$ cat config.mk
export PLATFORM = sky130hd
export DESIGN_NAME = sorted_job_priority_queue_top
export DESIGN_NICKNAME = d
export VERILOG_FILES = /design/src/sjpq_pkg.sv /design/src/sjpq_cell.sv /design/src/sorted_job_priority_queue_top.sv
export SDC_FILE = /design/constraint.sdc
export NUM_CORES = 2
export LEC_CHECK = 0
export BUFFER_PORTS_ARGS = -buffer_cell sky130_fd_sc_hd__buf_2
export CORE_ASPECT_RATIO = 0.7
export CORE_UTILIZATION = 30
export CTS_BUF_LIST = sky130_fd_sc_hd__clkbuf_4
export DETAILED_ROUTE_END_ITERATION = 16
export HOLD_SLACK_MARGIN = 0.06
export PLACE_DENSITY = 0.55
export SYNTH_ARGS = -nofsm -noshare
export SYNTH_HDL_FRONTEND = slang
export SYNTH_SLANG_ARGS = --single-unit
$ cat constraint.sdc
create_clock -name clk -period 31.8 [get_ports clk]
set_clock_uncertainty 0.2 [all_clocks]
set_input_delay 4.77 -clock clk [delete_from_list [all_inputs] [get_ports clk]]
set_output_delay 4.77 -clock clk [all_outputs]
set_load 0.02 [all_outputs]
$ cat src/sjpq_pkg.sv
// ----------------------------------------------------------------------------
// sjpq_pkg
// Shared types, codes and helpers for the sorted job priority queue.
// ----------------------------------------------------------------------------
package sjpq_pkg;

  // default queue depth and field widths
  localparam int unsigned DEFAULT_DEPTH = 16;
  localparam int unsigned TAG_W         = 16;
  localparam int unsigned TIME_W        = 16;
  localparam int unsigned KEY_W         = TIME_W + 1;
  localparam int unsigned STATUS_W      = 2;
  localparam int unsigned OCC_W         = 5;

  // operation codes
  localparam logic OP_INSERT = 1'b0;
  localparam logic OP_POP    = 1'b1;

  // result status codes
  localparam logic [STATUS_W-1:0] ST_INSERTED = 2'd0;
  localparam logic [STATUS_W-1:0] ST_POPPED   = 2'd1;
  localparam logic [STATUS_W-1:0] ST_EMPTY    = 2'd2;
  localparam logic [STATUS_W-1:0] ST_FULL     = 2'd3;

  // one held job
  typedef struct packed {
    logic [TAG_W-1:0]  tag;
    logic [TIME_W-1:0] submit;
    logic [TIME_W-1:0] start;
  } job_t;

  // control broadcast to every cell of the chain
  typedef struct packed {
    logic             insert;
    logic             pop;
    logic             head_first;
    logic [KEY_W-1:0] new_key;
  } cell_ctl_t;

  // ordering key: submission time plus start offset, never wraps
  function automatic logic [KEY_W-1:0] job_key(input job_t j);
    return KEY_W'(j.submit) + KEY_W'(j.start);
  endfunction

endpackage

$ cat src/sjpq_cell.sv
// ----------------------------------------------------------------------------
// sjpq_cell
// One slot of the sorted chain: compares its key with the incoming key and
// either keeps its job, takes the new job, or takes a neighbour's job.
// ----------------------------------------------------------------------------
module sjpq_cell (
  input  logic                clk,
  input  sjpq_pkg::cell_ctl_t ctl,
  input  logic                held,
  input  sjpq_pkg::job_t      new_job,
  input  sjpq_pkg::job_t      left_job,
  input  logic                left_after,
  input  sjpq_pkg::job_t      right_job,
  output sjpq_pkg::job_t      job,
  output logic                after
);

  logic [sjpq_pkg::KEY_W-1:0] key;

  // the new job lands at or before this slot
  assign key   = sjpq_pkg::job_key(job);
  assign after = ctl.head_first | ~held | (key > ctl.new_key);

  // slot update: shift right on insert, shift left on pop
  always_ff @(posedge clk) begin
    if (ctl.insert) begin
      if (left_after) begin
        job <= left_job;
      end else if (after) begin
        job <= new_job;
      end
    end else if (ctl.pop) begin
      job <= right_job;
    end
  end

endmodule

$ cat src/sorted_job_priority_queue_top.sv
// ----------------------------------------------------------------------------
// sorted_job_priority_queue_top
// Bounded job queue kept in ascending order of submit + start time, built
// as a chain of compare-and-shift cells.
// ----------------------------------------------------------------------------
//  channel | direction | handshake          | payload
//  --------+-----------+--------------------+-----------------------------------
//  in      | input     | in_valid/in_stall  | opcode job_tag submit_time start_time
//  out     | output    | out_valid/out_stall| status out_tag out_submit out_start
//          |           |                    | occupancy
//
//  One beat per cycle while in_stall is low: every cell compares and shifts in
//  the accepting cycle; the result is in the output register on the next cycle.
//  Reset (rst, synchronous) clears the entry count and the output valid flag;
//  the slot contents and the result fields are left as they are.
//  A held output beat stalls the input only while out_stall is high.
// ----------------------------------------------------------------------------
module sorted_job_priority_queue_top #(
  parameter int unsigned QUEUE_DEPTH = sjpq_pkg::DEFAULT_DEPTH
) (
  input  logic                          clk,
  input  logic                          rst,
  input  logic                          in_valid,
  output logic                          in_stall,
  input  logic                          opcode,
  input  logic [sjpq_pkg::TAG_W-1:0]    job_tag,
  input  logic [sjpq_pkg::TIME_W-1:0]   submit_time,
  input  logic [sjpq_pkg::TIME_W-1:0]   start_time,
  output logic                          out_valid,
  input  logic                          out_stall,
  output logic [sjpq_pkg::STATUS_W-1:0] status,
  output logic [sjpq_pkg::TAG_W-1:0]    out_tag,
  output logic [sjpq_pkg::TIME_W-1:0]   out_submit,
  output logic [sjpq_pkg::TIME_W-1:0]   out_start,
  output logic [sjpq_pkg::OCC_W-1:0]    occupancy
);

  localparam int unsigned CNT_W = $clog2(QUEUE_DEPTH + 1);

  logic [CNT_W-1:0]          count;
  logic [CNT_W-1:0]          count_next;
  logic                      accept;
  logic                      full;
  logic                      empty;
  sjpq_pkg::job_t            new_job;
  sjpq_pkg::cell_ctl_t       ctl;
  sjpq_pkg::job_t            slot_job [QUEUE_DEPTH];
  logic [QUEUE_DEPTH-1:0]    slot_after;
  logic [QUEUE_DEPTH-1:0]    slot_held;
  logic [sjpq_pkg::STATUS_W-1:0] status_next;

  // input handshake
  assign in_stall = out_valid & out_stall;
  assign accept   = in_valid & ~in_stall;

  assign full  = (count == CNT_W'(QUEUE_DEPTH));
  assign empty = (count == '0);

  assign new_job.tag    = job_tag;
  assign new_job.submit = submit_time;
  assign new_job.start  = start_time;

  // control broadcast; a tie with the head goes in front of it
  always_comb begin
    ctl.new_key    = sjpq_pkg::job_key(new_job);
    ctl.insert     = accept & (opcode == sjpq_pkg::OP_INSERT) & ~full;
    ctl.pop        = accept & (opcode == sjpq_pkg::OP_POP) & ~empty;
    ctl.head_first = ~empty & (sjpq_pkg::job_key(slot_job[0]) >= ctl.new_key);
  end

  // chain of cells
  for (genvar i = 0; i < QUEUE_DEPTH; i++) begin : g_cell
    sjpq_pkg::job_t left_job;
    sjpq_pkg::job_t right_job;
    logic           left_after;

    assign slot_held[i] = (count > CNT_W'(i));

    if (i == 0) begin : g_first
      assign left_job   = new_job;
      assign left_after = 1'b0;
    end else begin : g_inner
      assign left_job   = slot_job[i-1];
      assign left_after = slot_after[i-1];
    end

    if (i == QUEUE_DEPTH - 1) begin : g_last
      assign right_job = slot_job[i];
    end else begin : g_notlast
      assign right_job = slot_job[i+1];
    end

    sjpq_cell u_cell (
      .clk        (clk),
      .ctl        (ctl),
      .held       (slot_held[i]),
      .new_job    (new_job),
      .left_job   (left_job),
      .left_after (left_after),
      .right_job  (right_job),
      .job        (slot_job[i]),
      .after      (slot_after[i])
    );
  end

  // next count and status
  always_comb begin
    count_next = count;
    if (ctl.insert) begin
      count_next = count + CNT_W'(1);
    end else if (ctl.pop) begin
      count_next = count - CNT_W'(1);
    end

    if (opcode == sjpq_pkg::OP_INSERT) begin
      status_next = full ? sjpq_pkg::ST_FULL : sjpq_pkg::ST_INSERTED;
    end else begin
      status_next = empty ? sjpq_pkg::ST_EMPTY : sjpq_pkg::ST_POPPED;
    end
  end

  // count and output register
  always_ff @(posedge clk) begin
    if (rst) begin
      count     <= '0;
      out_valid <= 1'b0;
    end else begin
      count <= count_next;
      if (accept) begin
        out_valid <= 1'b1;
      end else if (~out_stall) begin
        out_valid <= 1'b0;
      end
    end

    if (accept) begin
      status    <= status_next;
      occupancy <= sjpq_pkg::OCC_W'(count_next);
      if (ctl.pop) begin
        out_tag    <= slot_job[0].tag;
        out_submit <= slot_job[0].submit;
        out_start  <= slot_job[0].start;
      end else begin
        out_tag    <= '0;
        out_submit <= '0;
        out_start  <= '0;
      end
    end
  end

endmodule

======== Word level (Yosys, flattened, before mapping) ========
Index checks and enable logic that the tools add are counted.
word-level totals
  memories ................................ 0
  output and inout port bits .............. 57
  RAM bits ................................ 0
  latch bits .............................. 0
  ROM bits ................................ 0
  bits of input ports ..................... 53
  bits in registers ....................... 829
  logic and storage cells ................. 270
operators by class
  muxes and demuxes ....................... 68
  bitwise gates (word level) .............. 59
  add/subtract/negate cells ............... 19
  shift-type cells ........................ 0
  multipliers ............................. 0
  equal/unequal tests ..................... 17
  reduce and logical (&&, ||, !) cells .... 19
  div/mod/pow operators ................... 0
  magnitude comparators ................... 33
operator list
  operator             number
  $mux 48              61
  $add 16x16->17       17
  $gt 17x17->1         16
  $ne 3x1->1 const B   14
  $gt 5x4->1 const B   8
  $or 1x1->1           32
  $reduce_and 2->1     16
  $gt 5x3->1 const B   4
  $not 1->1            20
  $ge 17x17->1         1
  $gt 5x1->1 const B   2
  $gt 5x2->1 const B   2
  $mux 5               2
  $and 1x1->1          7
  $mux 2               3
  $add 5x1->5 const B  1
  $eq 5x5->1 const B   1
  $logic_not 5->1      1
  $sub 5x1->5 const B  1
  $ne 2x1->1 const B   2
  $reduce_bool 2->1    2
  $mux 1               2

======== Logic depth before layout (Yosys ltp) ========
  depth in word-level cells ............... 8
  mapped depth ............................ 24
  gate-level depth less buffers ........... 21

======== Hierarchy ========
A second synthesis with hierarchy kept.
unflattened totals
  cells, all modules ...................... 6,545
  area, all modules ....................... 63,053.0 µm²
by module, submodules not included
  module                             times used  cells an instance  area each (µm²)  seq. area each (µm²)
  sjpq_cell at g_cell[0].u_cell ...  10          374                3,584.7          1,441.4
  sjpq_cell at g_cell[4].u_cell ...  6           388                3,764.9          1,441.4
  sorted_job_priority_queue_top      1           477                4,616.9          1,771.7

======== Worst setup path before layout ========
OpenSTA, ideal clock, no wires.
  path type ............................... input -> register
  start ................................... input submit_time[1] (netlist name)
  end ..................................... register g_cell[0].u_cell.job[0] (netlist name), enable pin
  arrival time ............................ 12.550 ns
  buffers on the path ..................... 2
  slack ................................... 18.530 ns
  data required time ...................... 31.080 ns
  library setup time ...................... 0.520 ns
  cell stages on the path ................. 18
  path through ............................ ha_1 a21o_1 a21oi_1 o21bai_1 a211o_1 and3_1 o31ai_1 o2111ai_1 a21oi_1 xor2_1 ha_1 nand4_1 nor4_1 a21o_1 a211oi_2 clkbuf_1 buf_2 o21ai_0
between the ends
  cells in the longest elaborated chain, start to end .. 7
  elaborated cells on any way between the ends .. 8
  classes of those cells .................. add/sub: 1; order compare: 2; eq/ne: 1; bitwise: 3; reduce/logical: 1
ends and longest elaborated chain
  item                          RTL line                             text
  from (decl)                   sorted_job_priority_queue_top.sv:27  input logic [sjpq_pkg::TIME_W-1:0] submit_time,
  $add 16x16->17 *              sjpq_pkg.sv:42                       return KEY_W'(j.submit) + KEY_W'(j.start);
  $ge 17x17->1                  sorted_job_priority_queue_top.sv:68  ctl.head_first = ~empty & (sjpq_pkg::job_key(slot_job[0]) >= ctl.new_key);
  $and 1x1->1                   sorted_job_priority_queue_top.sv:68
  $or 1x1->1                    sjpq_cell.sv:22                      assign after = ctl.head_first | ~held | (key > ctl.new_key);
  $or 1x1->1 *                  sjpq_cell.sv:22
  $ne 2x1->1 (no line) *        --
  $reduce_and 2->1 (no line) *  --
  to (signal assigned)          sjpq_cell.sv:28                      job <= left_job;
  to (signal assigned)          sjpq_cell.sv:30                      job <= new_job;
  to (signal assigned)          sjpq_cell.sv:33                      job <= right_job;
  to (decl)                     sjpq_cell.sv:14                      output sjpq_pkg::job_t job,
Mark *: on every way between the ends. The rest lies on a longest branch, timed or not.
A chain may end at the register's enable or synchronous reset.

======== Worst setup path in the final report ========
  start ................................... input start_time[1] (netlist name)
  end ..................................... register g_cell[15].u_cell.job[43] (netlist name), enable pin
between the ends
  cells in the longest elaborated chain, start to end .. 7
  elaborated cells on any way between the ends .. 11
  classes of those cells .................. add/sub: 1; order compare: 3; bitwise: 5; reduce/logical: 2
ends and longest elaborated chain
  item                           RTL line                             text
  from (decl)                    sorted_job_priority_queue_top.sv:28  input logic [sjpq_pkg::TIME_W-1:0] start_time,
  $add 16x16->17 *               sjpq_pkg.sv:42
  $ge 17x17->1                   sorted_job_priority_queue_top.sv:68
  $and 1x1->1                    sorted_job_priority_queue_top.sv:68
  $or 1x1->1 (2 in series)       sjpq_cell.sv:22
  $reduce_bool 2->1 (no line) *  --
  $reduce_and 2->1 (no line) *   --
  to (signal assigned)           sjpq_cell.sv:28
  to (signal assigned)           sjpq_cell.sv:30
  to (signal assigned)           sjpq_cell.sv:33
  to (decl)                      sjpq_cell.sv:14
Marks and branches as above.

==> flow_metrics.tcl <==
set metrics [dict create \
    min_period_over_period 0.369 \
    synth_enable_flop_cells 823 \
    worst_slew_pin_slew_ps 1240 \
    p_leak_nw 26.5 \
    drt-initial-drc-count 7867 \
    worstPathArrival_ps 12330 \
    ys_types 87 \
    required_ps 32380 \
    synth_area_leaders "edfxtp_1 (41%), ha_1 (11%), mux2i_1 (4.1%)" \
    hold_class "reg2reg" \
    yosysWarningCount 0 \
    syn_inst 6204 \
    grtUsageMet2 0.298 \
    synth_simple_gate_area_share 0.145 \
    multi_input_area_um2 33500 \
    crit_path_frequent_cell "buf_4" \
    clk_pin_slew_ps 80 \
    ir_drop_uv 50.2 \
    first_global_vias 50300 \
    maxSlewHeadroom 0.169 \
    die_h_um 376 \
    syn2layout_area_growth_pct 10.7 \
    fin_tns_setup_ps 0 \
    regArea_um2 24800 \
    syn_area_per_cell_um2 9.67 \
    crit_type "in2reg" \
    first_pass_iters 6 \
    wl_um 246000 \
    use_met3 0.0828 \
    ctsHoldBuffers 0 \
    fmax_ghz 0.0851 \
    synth_mux_area_frac 0.0497 \
    end_kind "flop" \
    synth_common_cells "edfxtp_1 (823), nand2_1 (572), ha_1 (536)" \
    grt_first_pass_wirelength_um 352000 \
    synth_flop_cell "edfxtp_1" \
    synth_top_area_share 0.412 \
    cp_cell_sequence "buf_2 > buf_4 > ha_1 > a21o_1 > a21oi_1 > o21bai_1 > a211o_1 > and3_1 > o31ai_1 > o2111ai_1 > a21oi_1 > xor2_2 > buf_4 > ha_1 > nand4_1 > nor4_1 > a21oi_1 > buf_4 > o22ai_4 > buf_12 > a211oi_4 > buf_4 > a21oi_4 > buf_4" \
    cp_slowest_cell "nor4_1" \
    clkLatencyLatePin_ps 1240 \
    antenna_found_initial 6 \
    syn-cell-area_um2 60000 \
    overflow 0 \
    htree_levels 4 \
    synth_most_common_cell "edfxtp_1" \
    dieWidth_um 537 \
    postCtsResizedCells 0 \
    grt_max_degree 240 \
    critPathMaxStageDelay_ps 710 \
    fin_nets 6837 \
    synth-xor-area-share 0.0301 \
    die_area_um2 202000 \
    design_area_um2 66400 \
    cts_buffers 230 \
    synth_compound_area_frac 0.205 \
    max-clock-path-buffers 4 \
    viasPerCell 6.02 \
    cp_max_fo 145 \
    synthAdderAreaFrac 0.118 \
    finalSetupViolCount 0 \
    yosysTopAreaCell "edfxtp_1" \
    dpl-instance-area_um2 63600 \
    port_buffers 109 \
    yosys_register_bits 829 \
    detail_route.wl_per_cell_um 27.3 \
    cts-root-buf "clkbuf_4" \
    grt_use_total 0.236 \
    drc 0 \
    core_um2 198000 \
    synth_seq_area_share 0.414 \
    vias 54300 \
    hold_viol_final 0 \
    post-dp-hpwl_um 182000 \
    use_met1 0.369 \
    postCtsSetupBuffers 0 \
    cts_tree "yes" \
    power.density_nw_per_um2 67.3 \
    fin_crit_ps 11750 \
    synth_top_family_by_area "compound AO/OA/AOI/OAI gates" \
    busiest_layer "met1" \
    maxCapViolations 0 \
    drtAntennaViolNets 0 \
    start_util 0.304 \
    io-pin-count 110 \
    drive_above_1_share 0.117 \
    cts_sinks 829 \
    ys_async_sr_fraction 0 \
    slew_viol_final 0 \
    status "complete, no violations" \
    rsz0062_at_grt "no" \
    syn-num-nets 6810 \
    nFillCells 20200 \
    crit_path_start_kind "primary input" \
    routabilityCongestion 0.995 \
    row_count 136 \
]
[per-stage QoR]
step	hold slack, ps	std cells	utilization	setup slack, ps	power, W
2_1_floorplan	314	6204	-	18530	0.00273
3_3_place_gp	336	8621	0.322	19240	0.00336
3_5_place_dp	333	8621	0.322	18990	0.00340
4_1_cts	331	9010	0.336	20280	0.00443
5_1_grt	381	9012	0.336	19810	0.00469
6_report	301	9017	0.336	20050	0.00447
[routing by layer]
layer  up-vias  wire length [um]  part of all wire
met3       312             37400              0.15
met1     26600            113000              0.46
met5         -                13          0.000053
met2      3495             90900              0.37
met4         2              4780             0.019
li1      23900                 -                 -
[cell type report]
| type | instances | share of cell area |
|---|---|---|
| clock inverter | 47 | 0.00377 |
| antenna | 7 | 0.000264 |
| inverter | 118 | 0.00669 |
| timing repair buffer | 230 | 0.0227 |
| clock buffer | 342 | 0.0387 |
| tap | 2622 | 0.0494 |
| sequential | 829 | 0.374 |
| multi-input combinational | 4822 | 0.505 |
[worst max-delay path, delay by kind of cell]
kind            cells  cell delay, ps
xor+xnor            1             140
compound gates     11            2880
buf+inv             7            2340
fa+ha+maj           2             550
simple gates        3            1310
[sequential cells by signal, summed over array words and instances (netlist names)]
| name | cells |
|---|---|
| out_tag | 16 |
| out_valid | 1 |
| g_cell.u_cell.job | 768 |
| occupancy | 5 |
| out_start | 16 |
| out_submit | 16 |
| count | 5 |
| status | 2 |
[final timing paths]
kind,from,end,slack [ps],depth (start not counted)
max,start_time[1],g_cell[15].u_cell.job[43],20050,24
min,g_cell[2].u_cell.job[36],g_cell[1].u_cell.job[36],300,1
max reg2reg,g_cell[0].u_cell.job[16],g_cell[15].u_cell.job[43],23060,22
min reg2reg,g_cell[2].u_cell.job[36],g_cell[1].u_cell.job[36],300,1
[layout by cell type, fill, tap and decap left out, types with 48 or more instances in the layout]
master,Yosys,layout
and3_1,93,93
nand3_1,301,300
nand2_1,572,570
buf_4,13,117
a31oi_1,278,273
o31ai_1,74,72
edfxtp_1,823,823
nor2_1,432,428
nand4_1,97,97
o211ai_1,75,75
mux2_2,48,48
xnor2_1,155,149
o21ai_1,61,59
inv_1,117,116
and2_1,60,58
ha_1,536,536
nor3_1,89,87
a21o_1,139,139
buf_2,32,109
a221o_1,145,144
clkbuf_4,0,342
mux2i_1,244,244
a21oi_1,419,412
o21ai_0,482,478
[power breakdown]
group,total (W),internal (W),leakage [nW],switching (W)
combinational,0.00192,0.000643,16.9,0.00128
sequential,0.00152,0.00138,7.85,0.000139
clock,0.00103,0.000502,1.69,0.000526
total,0.00447,0.00253,26.5,0.00194
[logic make-up (layout without fill, tap and decap cells)]
kind of cell | Yosys count | count (layout)
compound gates | 1921 | 1921
simple gates | 1845 | 1845
flops | 829 | 829
fa+ha+maj | 558 | 558
buf+inv | 553 | 737
mux | 292 | 292
xor+xnor | 206 | 206
other cells | 0 | 7
Power figures use the tool's default switching activity.
